$ cat src/hdl/irmc_pkg.sv
// Shared types and constants for the IR remote motor command receiver.
// No dependencies; the RTL files refer to this package by scoped names and the bench imports it.
package irmc_pkg;

  localparam int unsigned GapW     = 12;
  localparam int unsigned CfgIdxW  = 3;
  localparam int unsigned CfgDataW = 12;
  localparam int unsigned SpeedW   = 4;
  localparam int unsigned FrameW   = 16;

  localparam logic [1:0]      ListenChannelRst = 2'd0;
  localparam logic [GapW-1:0] ZeroGapMinRst    = 12'd316;
  localparam logic [GapW-1:0] OneGapMinRst     = 12'd526;
  localparam logic [GapW-1:0] StartGapMinRst   = 12'd947;
  localparam logic [GapW-1:0] StartGapLimitRst = 12'd1579;

  localparam logic [3:0] ChecksumSeed = 4'hF;
  localparam logic [3:0] DataStepUp   = 4'h4;
  localparam logic [3:0] DataStepDown = 4'h5;
  localparam logic [3:0] DataBrake    = 4'h8;

  localparam logic signed [SpeedW-1:0] SpeedMax = 4'sd7;
  localparam logic signed [SpeedW-1:0] SpeedMin = -4'sd7;
  localparam logic [5:0] ServoOffset = 6'd22;

  typedef enum logic [CfgIdxW-1:0] {
    CFG_LISTEN_CHANNEL  = 3'd0,
    CFG_ZERO_GAP_MIN    = 3'd1,
    CFG_ONE_GAP_MIN     = 3'd2,
    CFG_START_GAP_MIN   = 3'd3,
    CFG_START_GAP_LIMIT = 3'd4
  } cfg_idx_e;

  typedef enum logic {
    CMD_EDGE    = 1'b0,
    CMD_TIMEOUT = 1'b1
  } cmd_e;

  typedef enum logic [1:0] {
    OP_NONE  = 2'd0,
    OP_UP    = 2'd1,
    OP_DOWN  = 2'd2,
    OP_BRAKE = 2'd3
  } motor_op_e;

  typedef enum logic [1:0] {
    DIR_BRAKE   = 2'd0,
    DIR_FORWARD = 2'd1,
    DIR_REVERSE = 2'd2
  } dir_e;

  // Decoded frame handed from the frame decoder to the motor control.
  typedef struct packed {
    logic      valid;
    motor_op_e op;
    logic      blue;
    logic [2:0] mode;
    logic [3:0] data;
  } frame_cmd_t;

  typedef struct packed {
    logic [1:0]              red_direction;
    logic [7:0]              red_duty;
    logic [1:0]              blue_direction;
    logic [7:0]              blue_duty;
    logic [5:0]              servo_compare;
    logic signed [SpeedW-1:0] red_level;
    logic signed [SpeedW-1:0] blue_level;
    logic [2:0]              frame_mode;
    logic [3:0]              frame_data;
  } result_t;

endpackage

$ cat src/hdl/irmc_frame_dec.sv
// Configuration registers, gap classification, frame shift register and
// toggle/checksum validation. Depends on irmc_pkg.
module irmc_frame_dec (
  input  logic                               clk_i,
  input  logic                               rst_ni,
  input  logic                               cfg_we_i,
  input  logic [irmc_pkg::CfgIdxW-1:0]       cfg_idx_i,
  input  logic [irmc_pkg::CfgDataW-1:0]      cfg_wdata_i,
  input  logic                               accept_i,
  input  logic                               command_i,
  input  logic [irmc_pkg::GapW-1:0]          gap_us_i,
  output irmc_pkg::frame_cmd_t               frame_o
);

  logic [1:0]                    listen_q;
  logic [irmc_pkg::GapW-1:0]     zero_min_q, one_min_q, start_min_q, start_lim_q;
  logic [irmc_pkg::FrameW-1:0]   shift_q, shift_d;
  logic                          toggle_q, toggle_d;

  logic       f_toggle;
  logic [3:0] f_check, f_calc, f_data;
  logic [1:0] f_chan;
  logic       f_addr;
  logic [2:0] f_mode;

  always_ff @(posedge clk_i or negedge rst_ni) begin
    if (!rst_ni) begin
      listen_q    <= irmc_pkg::ListenChannelRst;
      zero_min_q  <= irmc_pkg::ZeroGapMinRst;
      one_min_q   <= irmc_pkg::OneGapMinRst;
      start_min_q <= irmc_pkg::StartGapMinRst;
      start_lim_q <= irmc_pkg::StartGapLimitRst;
    end else if (cfg_we_i) begin
      case (cfg_idx_i)
        irmc_pkg::CFG_LISTEN_CHANNEL:  listen_q    <= cfg_wdata_i[1:0];
        irmc_pkg::CFG_ZERO_GAP_MIN:    zero_min_q  <= cfg_wdata_i;
        irmc_pkg::CFG_ONE_GAP_MIN:     one_min_q   <= cfg_wdata_i;
        irmc_pkg::CFG_START_GAP_MIN:   start_min_q <= cfg_wdata_i;
        irmc_pkg::CFG_START_GAP_LIMIT: start_lim_q <= cfg_wdata_i;
        default: ;
      endcase
    end
  end

  assign f_toggle = shift_q[15];
  assign f_chan   = shift_q[13:12];
  assign f_addr   = shift_q[11];
  assign f_mode   = shift_q[10:8];
  assign f_data   = shift_q[7:4];
  assign f_check  = shift_q[3:0];
  assign f_calc   = irmc_pkg::ChecksumSeed ^ shift_q[15:12] ^ shift_q[11:8] ^ shift_q[7:4];

  always_comb begin
    shift_d       = shift_q;
    toggle_d      = toggle_q;
    frame_o       = '0;
    frame_o.op    = irmc_pkg::OP_NONE;
    frame_o.blue  = f_mode[0];
    frame_o.mode  = f_mode;
    frame_o.data  = f_data;
    if (accept_i) begin
      if (command_i == irmc_pkg::CMD_EDGE) begin
        // Classes are tested in order; the first match wins.
        if (gap_us_i >= zero_min_q && gap_us_i < one_min_q) begin
          shift_d = {shift_q[irmc_pkg::FrameW-2:0], 1'b0};
        end else if (gap_us_i >= one_min_q && gap_us_i < start_min_q) begin
          shift_d = {shift_q[irmc_pkg::FrameW-2:0], 1'b1};
        end else if (gap_us_i >= start_min_q && gap_us_i < start_lim_q) begin
          shift_d = '0;
        end
      end else begin
        shift_d = '0;
        if (f_toggle != toggle_q && f_check == f_calc) begin
          toggle_d      = f_toggle;
          frame_o.valid = 1'b1;
          if (f_chan == listen_q && !f_addr && f_mode[2]) begin
            if (f_mode[1]) begin
              if (f_data == irmc_pkg::DataStepUp) begin
                frame_o.op = irmc_pkg::OP_UP;
              end else if (f_data == irmc_pkg::DataStepDown) begin
                frame_o.op = irmc_pkg::OP_DOWN;
              end
            end else if (f_data == irmc_pkg::DataBrake) begin
              frame_o.op = irmc_pkg::OP_BRAKE;
            end
          end
        end
      end
    end
  end

  always_ff @(posedge clk_i or negedge rst_ni) begin
    if (!rst_ni) begin
      shift_q  <= '0;
      toggle_q <= 1'b0;
    end else begin
      shift_q  <= shift_d;
      toggle_q <= toggle_d;
    end
  end

endmodule

$ cat src/hdl/irmc_motor_ctl.sv
// Motor speed registers and result formatting (direction, duty, servo).
// Depends on irmc_pkg.
module irmc_motor_ctl (
  input  logic                 clk_i,
  input  logic                 rst_ni,
  input  irmc_pkg::frame_cmd_t frame_i,
  output logic                 push_o,
  output irmc_pkg::result_t    result_o
);

  logic signed [irmc_pkg::SpeedW-1:0] red_q, red_d, blue_q, blue_d;
  logic signed [irmc_pkg::SpeedW-1:0] sel_s, new_s;

  function automatic logic [1:0] dir_of(input logic signed [3:0] s);
    if (s > 4'sd0) begin
      return irmc_pkg::DIR_FORWARD;
    end else if (s < 4'sd0) begin
      return irmc_pkg::DIR_REVERSE;
    end
    return irmc_pkg::DIR_BRAKE;
  endfunction

  function automatic logic [7:0] duty_of(input logic signed [3:0] s);
    logic [3:0] mag;
    mag = s[3] ? 4'(-s) : 4'(s);
    return {mag[2:0], 5'b0};
  endfunction

  assign sel_s = frame_i.blue ? blue_q : red_q;

  always_comb begin
    case (frame_i.op)
      irmc_pkg::OP_UP:    new_s = (sel_s >= irmc_pkg::SpeedMax) ? irmc_pkg::SpeedMax
                                                                 : sel_s + 4'sd1;
      irmc_pkg::OP_DOWN:  new_s = (sel_s <= irmc_pkg::SpeedMin) ? irmc_pkg::SpeedMin
                                                                 : sel_s - 4'sd1;
      irmc_pkg::OP_BRAKE: new_s = '0;
      default:            new_s = sel_s;
    endcase
    red_d  = red_q;
    blue_d = blue_q;
    if (frame_i.valid) begin
      if (frame_i.blue) begin
        blue_d = new_s;
      end else begin
        red_d = new_s;
      end
    end
  end

  always_ff @(posedge clk_i or negedge rst_ni) begin
    if (!rst_ni) begin
      red_q  <= '0;
      blue_q <= '0;
    end else begin
      red_q  <= red_d;
      blue_q <= blue_d;
    end
  end

  assign push_o = frame_i.valid;

  always_comb begin
    result_o.red_direction  = dir_of(red_d);
    result_o.red_duty       = duty_of(red_d);
    result_o.blue_direction = dir_of(blue_d);
    result_o.blue_duty      = duty_of(blue_d);
    result_o.servo_compare  = {{2{blue_d[3]}}, blue_d[2:0], 1'b0} + irmc_pkg::ServoOffset;
    result_o.red_level      = red_d;
    result_o.blue_level     = blue_d;
    result_o.frame_mode     = frame_i.mode;
    result_o.frame_data     = frame_i.data;
  end

endmodule

$ cat src/hdl/irmc_out_fifo.sv
// Two-entry result queue: two stored entries with read and write pointers, so edge events
// keep flowing while a result waits. Depends on irmc_pkg.
module irmc_out_fifo (
  input  logic              clk_i,
  input  logic              rst_ni,
  input  logic              push_i,
  input  irmc_pkg::result_t wdata_i,
  output logic              space_o,
  output logic              valid_o,
  input  logic              ready_i,
  output irmc_pkg::result_t rdata_o
);

  irmc_pkg::result_t entry_q [2];
  logic       wr_ptr_q, rd_ptr_q;
  logic [1:0] cnt_q, cnt_d;
  logic       pop;

  assign pop     = valid_o && ready_i;
  assign valid_o = cnt_q != 2'd0;
  assign space_o = cnt_q != 2'd2;
  assign rdata_o = entry_q[rd_ptr_q];

  always_comb begin
    cnt_d = cnt_q;
    if (push_i && !pop) begin
      cnt_d = cnt_q + 2'd1;
    end else if (!push_i && pop) begin
      cnt_d = cnt_q - 2'd1;
    end
  end

  always_ff @(posedge clk_i or negedge rst_ni) begin
    if (!rst_ni) begin
      wr_ptr_q <= 1'b0;
      rd_ptr_q <= 1'b0;
      cnt_q    <= 2'd0;
    end else begin
      cnt_q <= cnt_d;
      if (push_i) begin
        wr_ptr_q <= ~wr_ptr_q;
      end
      if (pop) begin
        rd_ptr_q <= ~rd_ptr_q;
      end
    end
  end

  always_ff @(posedge clk_i) begin
    if (push_i) begin
      entry_q[wr_ptr_q] <= wdata_i;
    end
  end

endmodule

$ cat src/hdl/ir_remote_motor_command_receiver_top.sv
// Top level of the IR remote motor command receiver.
// Depends on irmc_pkg, irmc_frame_dec, irmc_motor_ctl and irmc_out_fifo.
//
//   Channel | Handshake               | Payload
//   --------+-------------------------+-----------------------------------------
//   in      | in_valid_i / in_ready_o | command_i, gap_us_i
//   out     | out_valid_o/out_ready_i | directions, duties, servo, levels, frame
//   cfg     | cfg_we_i (no wait)      | cfg_idx_i, cfg_wdata_i
//
// One request is taken per cycle while the queue has space; a frame timeout
// that passes the checks has its result registered into the queue, behind any result still waiting.
// Two result entries are queued, so input stalls only when both are held.
// Reset clears the frame, the toggle memory and both motor speeds, and
// loads the default gap thresholds and channel 0.
module ir_remote_motor_command_receiver_top (
  input  logic                          clk_i,
  input  logic                          rst_ni,
  input  logic                          cfg_we_i,
  input  logic [irmc_pkg::CfgIdxW-1:0]  cfg_idx_i,
  input  logic [irmc_pkg::CfgDataW-1:0] cfg_wdata_i,
  input  logic                          in_valid_i,
  output logic                          in_ready_o,
  input  logic                          command_i,
  input  logic [irmc_pkg::GapW-1:0]     gap_us_i,
  output logic                          out_valid_o,
  input  logic                          out_ready_i,
  output logic [1:0]                    red_direction_o,
  output logic [7:0]                    red_duty_o,
  output logic [1:0]                    blue_direction_o,
  output logic [7:0]                    blue_duty_o,
  output logic [5:0]                    servo_compare_o,
  output logic signed [3:0]             red_level_o,
  output logic signed [3:0]             blue_level_o,
  output logic [2:0]                    frame_mode_o,
  output logic [3:0]                    frame_data_o
);

  logic                 accept;
  logic                 push;
  irmc_pkg::frame_cmd_t frame;
  irmc_pkg::result_t    result, out_res;

  assign accept = in_valid_i && in_ready_o;

  irmc_frame_dec u_frame_dec (
    .clk_i       (clk_i),
    .rst_ni      (rst_ni),
    .cfg_we_i    (cfg_we_i),
    .cfg_idx_i   (cfg_idx_i),
    .cfg_wdata_i (cfg_wdata_i),
    .accept_i    (accept),
    .command_i   (command_i),
    .gap_us_i    (gap_us_i),
    .frame_o     (frame)
  );

  irmc_motor_ctl u_motor_ctl (
    .clk_i    (clk_i),
    .rst_ni   (rst_ni),
    .frame_i  (frame),
    .push_o   (push),
    .result_o (result)
  );

  irmc_out_fifo u_out_fifo (
    .clk_i   (clk_i),
    .rst_ni  (rst_ni),
    .push_i  (push),
    .wdata_i (result),
    .space_o (in_ready_o),
    .valid_o (out_valid_o),
    .ready_i (out_ready_i),
    .rdata_o (out_res)
  );

  assign red_direction_o  = out_res.red_direction;
  assign red_duty_o       = out_res.red_duty;
  assign blue_direction_o = out_res.blue_direction;
  assign blue_duty_o      = out_res.blue_duty;
  assign servo_compare_o  = out_res.servo_compare;
  assign red_level_o      = out_res.red_level;
  assign blue_level_o     = out_res.blue_level;
  assign frame_mode_o     = out_res.frame_mode;
  assign frame_data_o     = out_res.frame_data;

  // A full queue always has a result on offer.
  a_full_has_output: assert property (@(posedge clk_i) disable iff (!rst_ni)
    !in_ready_o |-> out_valid_o)
    else $error("input stalled with no result pending");

  // Saturation keeps both speeds inside plus and minus seven.
  a_level_range: assert property (@(posedge clk_i) disable iff (!rst_ni)
    out_valid_o |-> (red_level_o != -4'sd8) && (blue_level_o != -4'sd8))
    else $error("motor level out of range");

  // Direction and duty must agree on a stopped motor.
  a_brake_duty: assert property (@(posedge clk_i) disable iff (!rst_ni)
    out_valid_o |-> ((red_direction_o == irmc_pkg::DIR_BRAKE) == (red_duty_o == 8'd0))
                 && ((blue_direction_o == irmc_pkg::DIR_BRAKE) == (blue_duty_o == 8'd0)))
    else $error("direction and duty disagree");

  // An edge event never produces a result.
  a_edge_no_result: assert property (@(posedge clk_i) disable iff (!rst_ni)
    accept && command_i == irmc_pkg::CMD_EDGE |-> !push)
    else $error("edge event produced a result");

endmodule

$ cat config.mk
export PLATFORM = sky130hd
export DESIGN_NAME = ir_remote_motor_command_receiver_top
export DESIGN_NICKNAME = d
export VERILOG_FILES = /design/src/hdl/irmc_pkg.sv /design/src/hdl/irmc_frame_dec.sv /design/src/hdl/irmc_motor_ctl.sv /design/src/hdl/irmc_out_fifo.sv /design/src/hdl/ir_remote_motor_command_receiver_top.sv
export SDC_FILE = /design/constraint.sdc
export NUM_CORES = 1
export LEC_CHECK = 0
export BUFFER_PORTS_ARGS = -buffer_cell sky130_fd_sc_hd__buf_4
export CAP_MARGIN = 10
export CORE_MARGIN = 2
export CORE_UTILIZATION = 60
export CTS_BUF_LIST = sky130_fd_sc_hd__clkbuf_8
export CTS_CLUSTER_DIAMETER = 100
export DETAILED_ROUTE_END_ITERATION = 6
export GPL_TIMING_DRIVEN = 0
export PLACE_DENSITY = 0.78
export SLEW_MARGIN = 0
export SYNTH_ARGS = -nofsm -noshare
export SYNTH_HDL_FRONTEND = slang
export SYNTH_SLANG_ARGS = --single-unit
$ cat constraint.sdc
create_clock -name clk_i -period 4.36 [get_ports clk_i]
set_input_delay 0.654 -clock clk_i [delete_from_list [all_inputs] [get_ports clk_i]]
set_output_delay 0.654 -clock clk_i [all_outputs]
set_load 0.1 [all_outputs]
==> results by group <==
Run status
  – Status: complete, no violations

GRT
  – Total GRT Usage: 0.245
  – Initial antenna violation count: 0
  – Largest net degree at the start of global routing: 80
  – Vias in the first global route: 4920
  – First-pass GRT wire length: 23.8 mm
  – Overflow after GRT: 0

Placed design
  – RD Place Congestion: 0.870
  – Port bufs: 64
  – Inst Count DP: 788
  – Hpwl dp: 10.2 mm

Cells and area
  – Share of post-route cells with drive strength above 1: 0.288
  – Final #Nets: 753
  – Finished Layout Cells: 820
  – Diode count: 0
  – Syn-to-layout area delta: 16.6%

Clock tree
  – Clock Path Buffers: 2
  – Root buf cell: clkbuf_8
  – Clock slew at reported path FFs: 0.08 ns
  – CTS Buf Count: 17
  – Hold buffers post-CTS: 0
  – Clk sinks: 131
  – Post-CTS setup buffers: 0
  – CTS resizes: 0
  – Worst-skew pair later-pin latency: 0.44 ns
  – TritonCTS clock tree: yes
  – Htree depth: 4

Critical path
  – WP data required: 4.53 ns
  – Critical Path Sink Type: flop
  – Critical path class: flop to flop
  – Crit start category: flop
  – Max FO, Critical Path: 6
  – Worst EP arrival: 3.91 ns

Floorplan
  – Die Ht: 110 um
  – I/O pin cnt: 76
  – Chip width: 110 um
  – Initial Util: 0.622
  – Row cnt: 38
  – Core Box Area: 0.0109 sq mm
  – Die footprint: 0.0122 sq mm

Logic synthesis
  – Seq/Total Area, Yosys: 0.525
  – Post-Syn Area per Cell: 11.9 sq um
  – Register bit total from synthesis: 131
  – Post-synthesis async set-or-reset flop share: 0.603
  – Most used DFF post-synth: dfrtp_1
  – Synth cell count leaders: 61 x inv_1, 57 x dfrtp_1, 53 x ha_1
  – Most frequent cell after synthesis: inv_1
  – Unique masters post-synth: 61
  – Synth warn: 0
  – Area of the mapped netlist: 0.00680 sq mm
  – Post-synth EDFFs: 52
  – Synth area leaders: edfxtp_1 23%, dfrtp_1 21%, ha_1 9.8%, dfstp_2 8.5%, mux2_2 7.6%
  – Post-synth top area share: 0.230
  – Post-synthesis cell count: 572
  – Synth area leader: edfxtp_1

STA
  – Worst slew pin tran: 1.11 ns
  – Post-route clock skew: 0.00862 ns
  – Setup tns final: 0 ns
  – Fmax: 268 MHz
  – Fin crit period: 3.74 ns
  – Slew headroom: 0.251
  – Slew Viols, Final: 0
  – Setup violations, final: 0
  – Final worst path period share: 0.857
  – RSZ-0062 raised after global routing: no
  – Hold Fails Final Rpt: 0

Drt
  – Wire per inst: 17.5 um
  – Detail Route Antenna Nets: 0
  – Drc violations: 0
  – Via count: 4689
  – DRT Pass-1 Iters: 4
  – Initial drt markers: 297
  – WL final: 14.3 mm
  – Vias/cell: 5.72

Power
  – Pleak: 3.47 nW
  – Cell Pwr Density: 378 mW/mm^2
  – Peak VDD IR: 223 uV

Run
  – Max cap viols: 0

Hold path
  – HP Class: primary input to asynchronous set/reset pin
-- worst max-delay path, cell delays in order (launching register included) --
cell and delay [ns]:
dfrtp_1 0.36, buf_2 0.23, mux2i_1 0.49, inv_1 0.21
ha_1 0.31, nor4bb_1 0.15, a41oi_1 0.23, nor2b_1 0.17
a2bb2oi_1 0.17, o22ai_1 0.13, mux2_2 0.36, inv_1 0.09
ha_1 0.22, and2b_1 0.21, xnor2_1 0.13
-- sequential cells by signal, summed over array words and instances (netlist names) --
name                     cells
u_frame_dec.start_lim_q     12
u_out_fifo.wr_ptr_q          1
u_motor_ctl.red_q            4
u_out_fifo.cnt_q             2
u_frame_dec.start_min_q     12
u_frame_dec.one_min_q       12
u_frame_dec.zero_min_q      12
u_out_fifo.entry_q          52
u_frame_dec.toggle_q         1
u_frame_dec.listen_q         2
u_frame_dec.shift_q         16
u_motor_ctl.blue_q           4
u_out_fifo.rd_ptr_q          1
-- power breakdown --
part           total [mW]  switching (mW)  internal [mW]  leakage (nW)
clock                1.03           0.475          0.558         0.190
sequential           1.45          0.0439           1.41          1.40
combinational       0.511           0.301          0.210          1.88
total                2.99           0.819           2.17          3.47
-- cell type report --
type,instances,area (sq um)
Tap cell,140,175
Sequential cell,131,3570
Multi-Input combinational cell,358,2870
Clock buffer,17,234
Clock inverter,15,166
Timing Repair Buffer,66,510
Buffer,30,171
Inverter,63,236
Fill cell,769,3010
-- logic make-up after synthesis --
kind of cell / after synthesis / synth area share
compound gates: 119 / 0.119
xor+xnor: 24 / 0.0309
fa+ha+maj: 53 / 0.0976
buf+inv: 93 / 0.0600
flops: 131 / 0.525
mux: 56 / 0.0952
other cells: 1 / 0.000552
simple gates: 95 / 0.0720
-- final timing paths --
kind                                              from                         end  slack, ns  depth (start not counted)
min in group clk_i                           command_i      u_frame_dec.shift_q[0]       0.43                          2
max in group asynchronous                       rst_ni  u_frame_dec.start_lim_q[2]       3.33                          1
worst min register to register  u_frame_dec.shift_q[4]    u_out_fifo.entry_q[0][0]       0.47                          0
worst max register to register  u_frame_dec.shift_q[8]   u_out_fifo.entry_q[1][23]       0.62                         14
worst min-delay path                            rst_ni   u_frame_dec.zero_min_q[7]       0.38                          1
worst max-delay path            u_frame_dec.shift_q[8]   u_out_fifo.entry_q[1][23]       0.62                         14
-- metal layers --
metal  up-vias  share of wire  track usage
li1       2209              -            -
met1      2322           0.40        0.287
met2       125           0.54        0.438
met3        33          0.029       0.0450
met4         0          0.024        0.108
met5         -              0            0
-- stage by stage --
stage,power [mW],worst slack (ns),cell area (sq um),hold WS (ns),util
floorplan,1.81,0.660,6840,0.358,-
global placement,1.95,0.628,7490,0.444,0.685
detailed placement,1.97,0.707,7530,0.448,0.688
CTS,3.00,0.700,7930,0.402,0.725
global route,3.14,0.380,7930,0.439,0.725
finish,2.99,0.623,7930,0.378,0.725
-- cell usage in the layout (no fill, tap or decap), drive strengths merged, types with 8 or more instances in the layout --
cell and count:
mux2i 10, ha 53, xor2 8, nand2 48, clkbuf 26, o21ai 45
xnor2 16, buf 87, inv 65, nor2 9, a21o 14, conb 11
dfrtp 57, a21oi 11, mux2 46, edfxtp 52, a22o 15, dfstp 22
(Power assumes the default switching activity.)
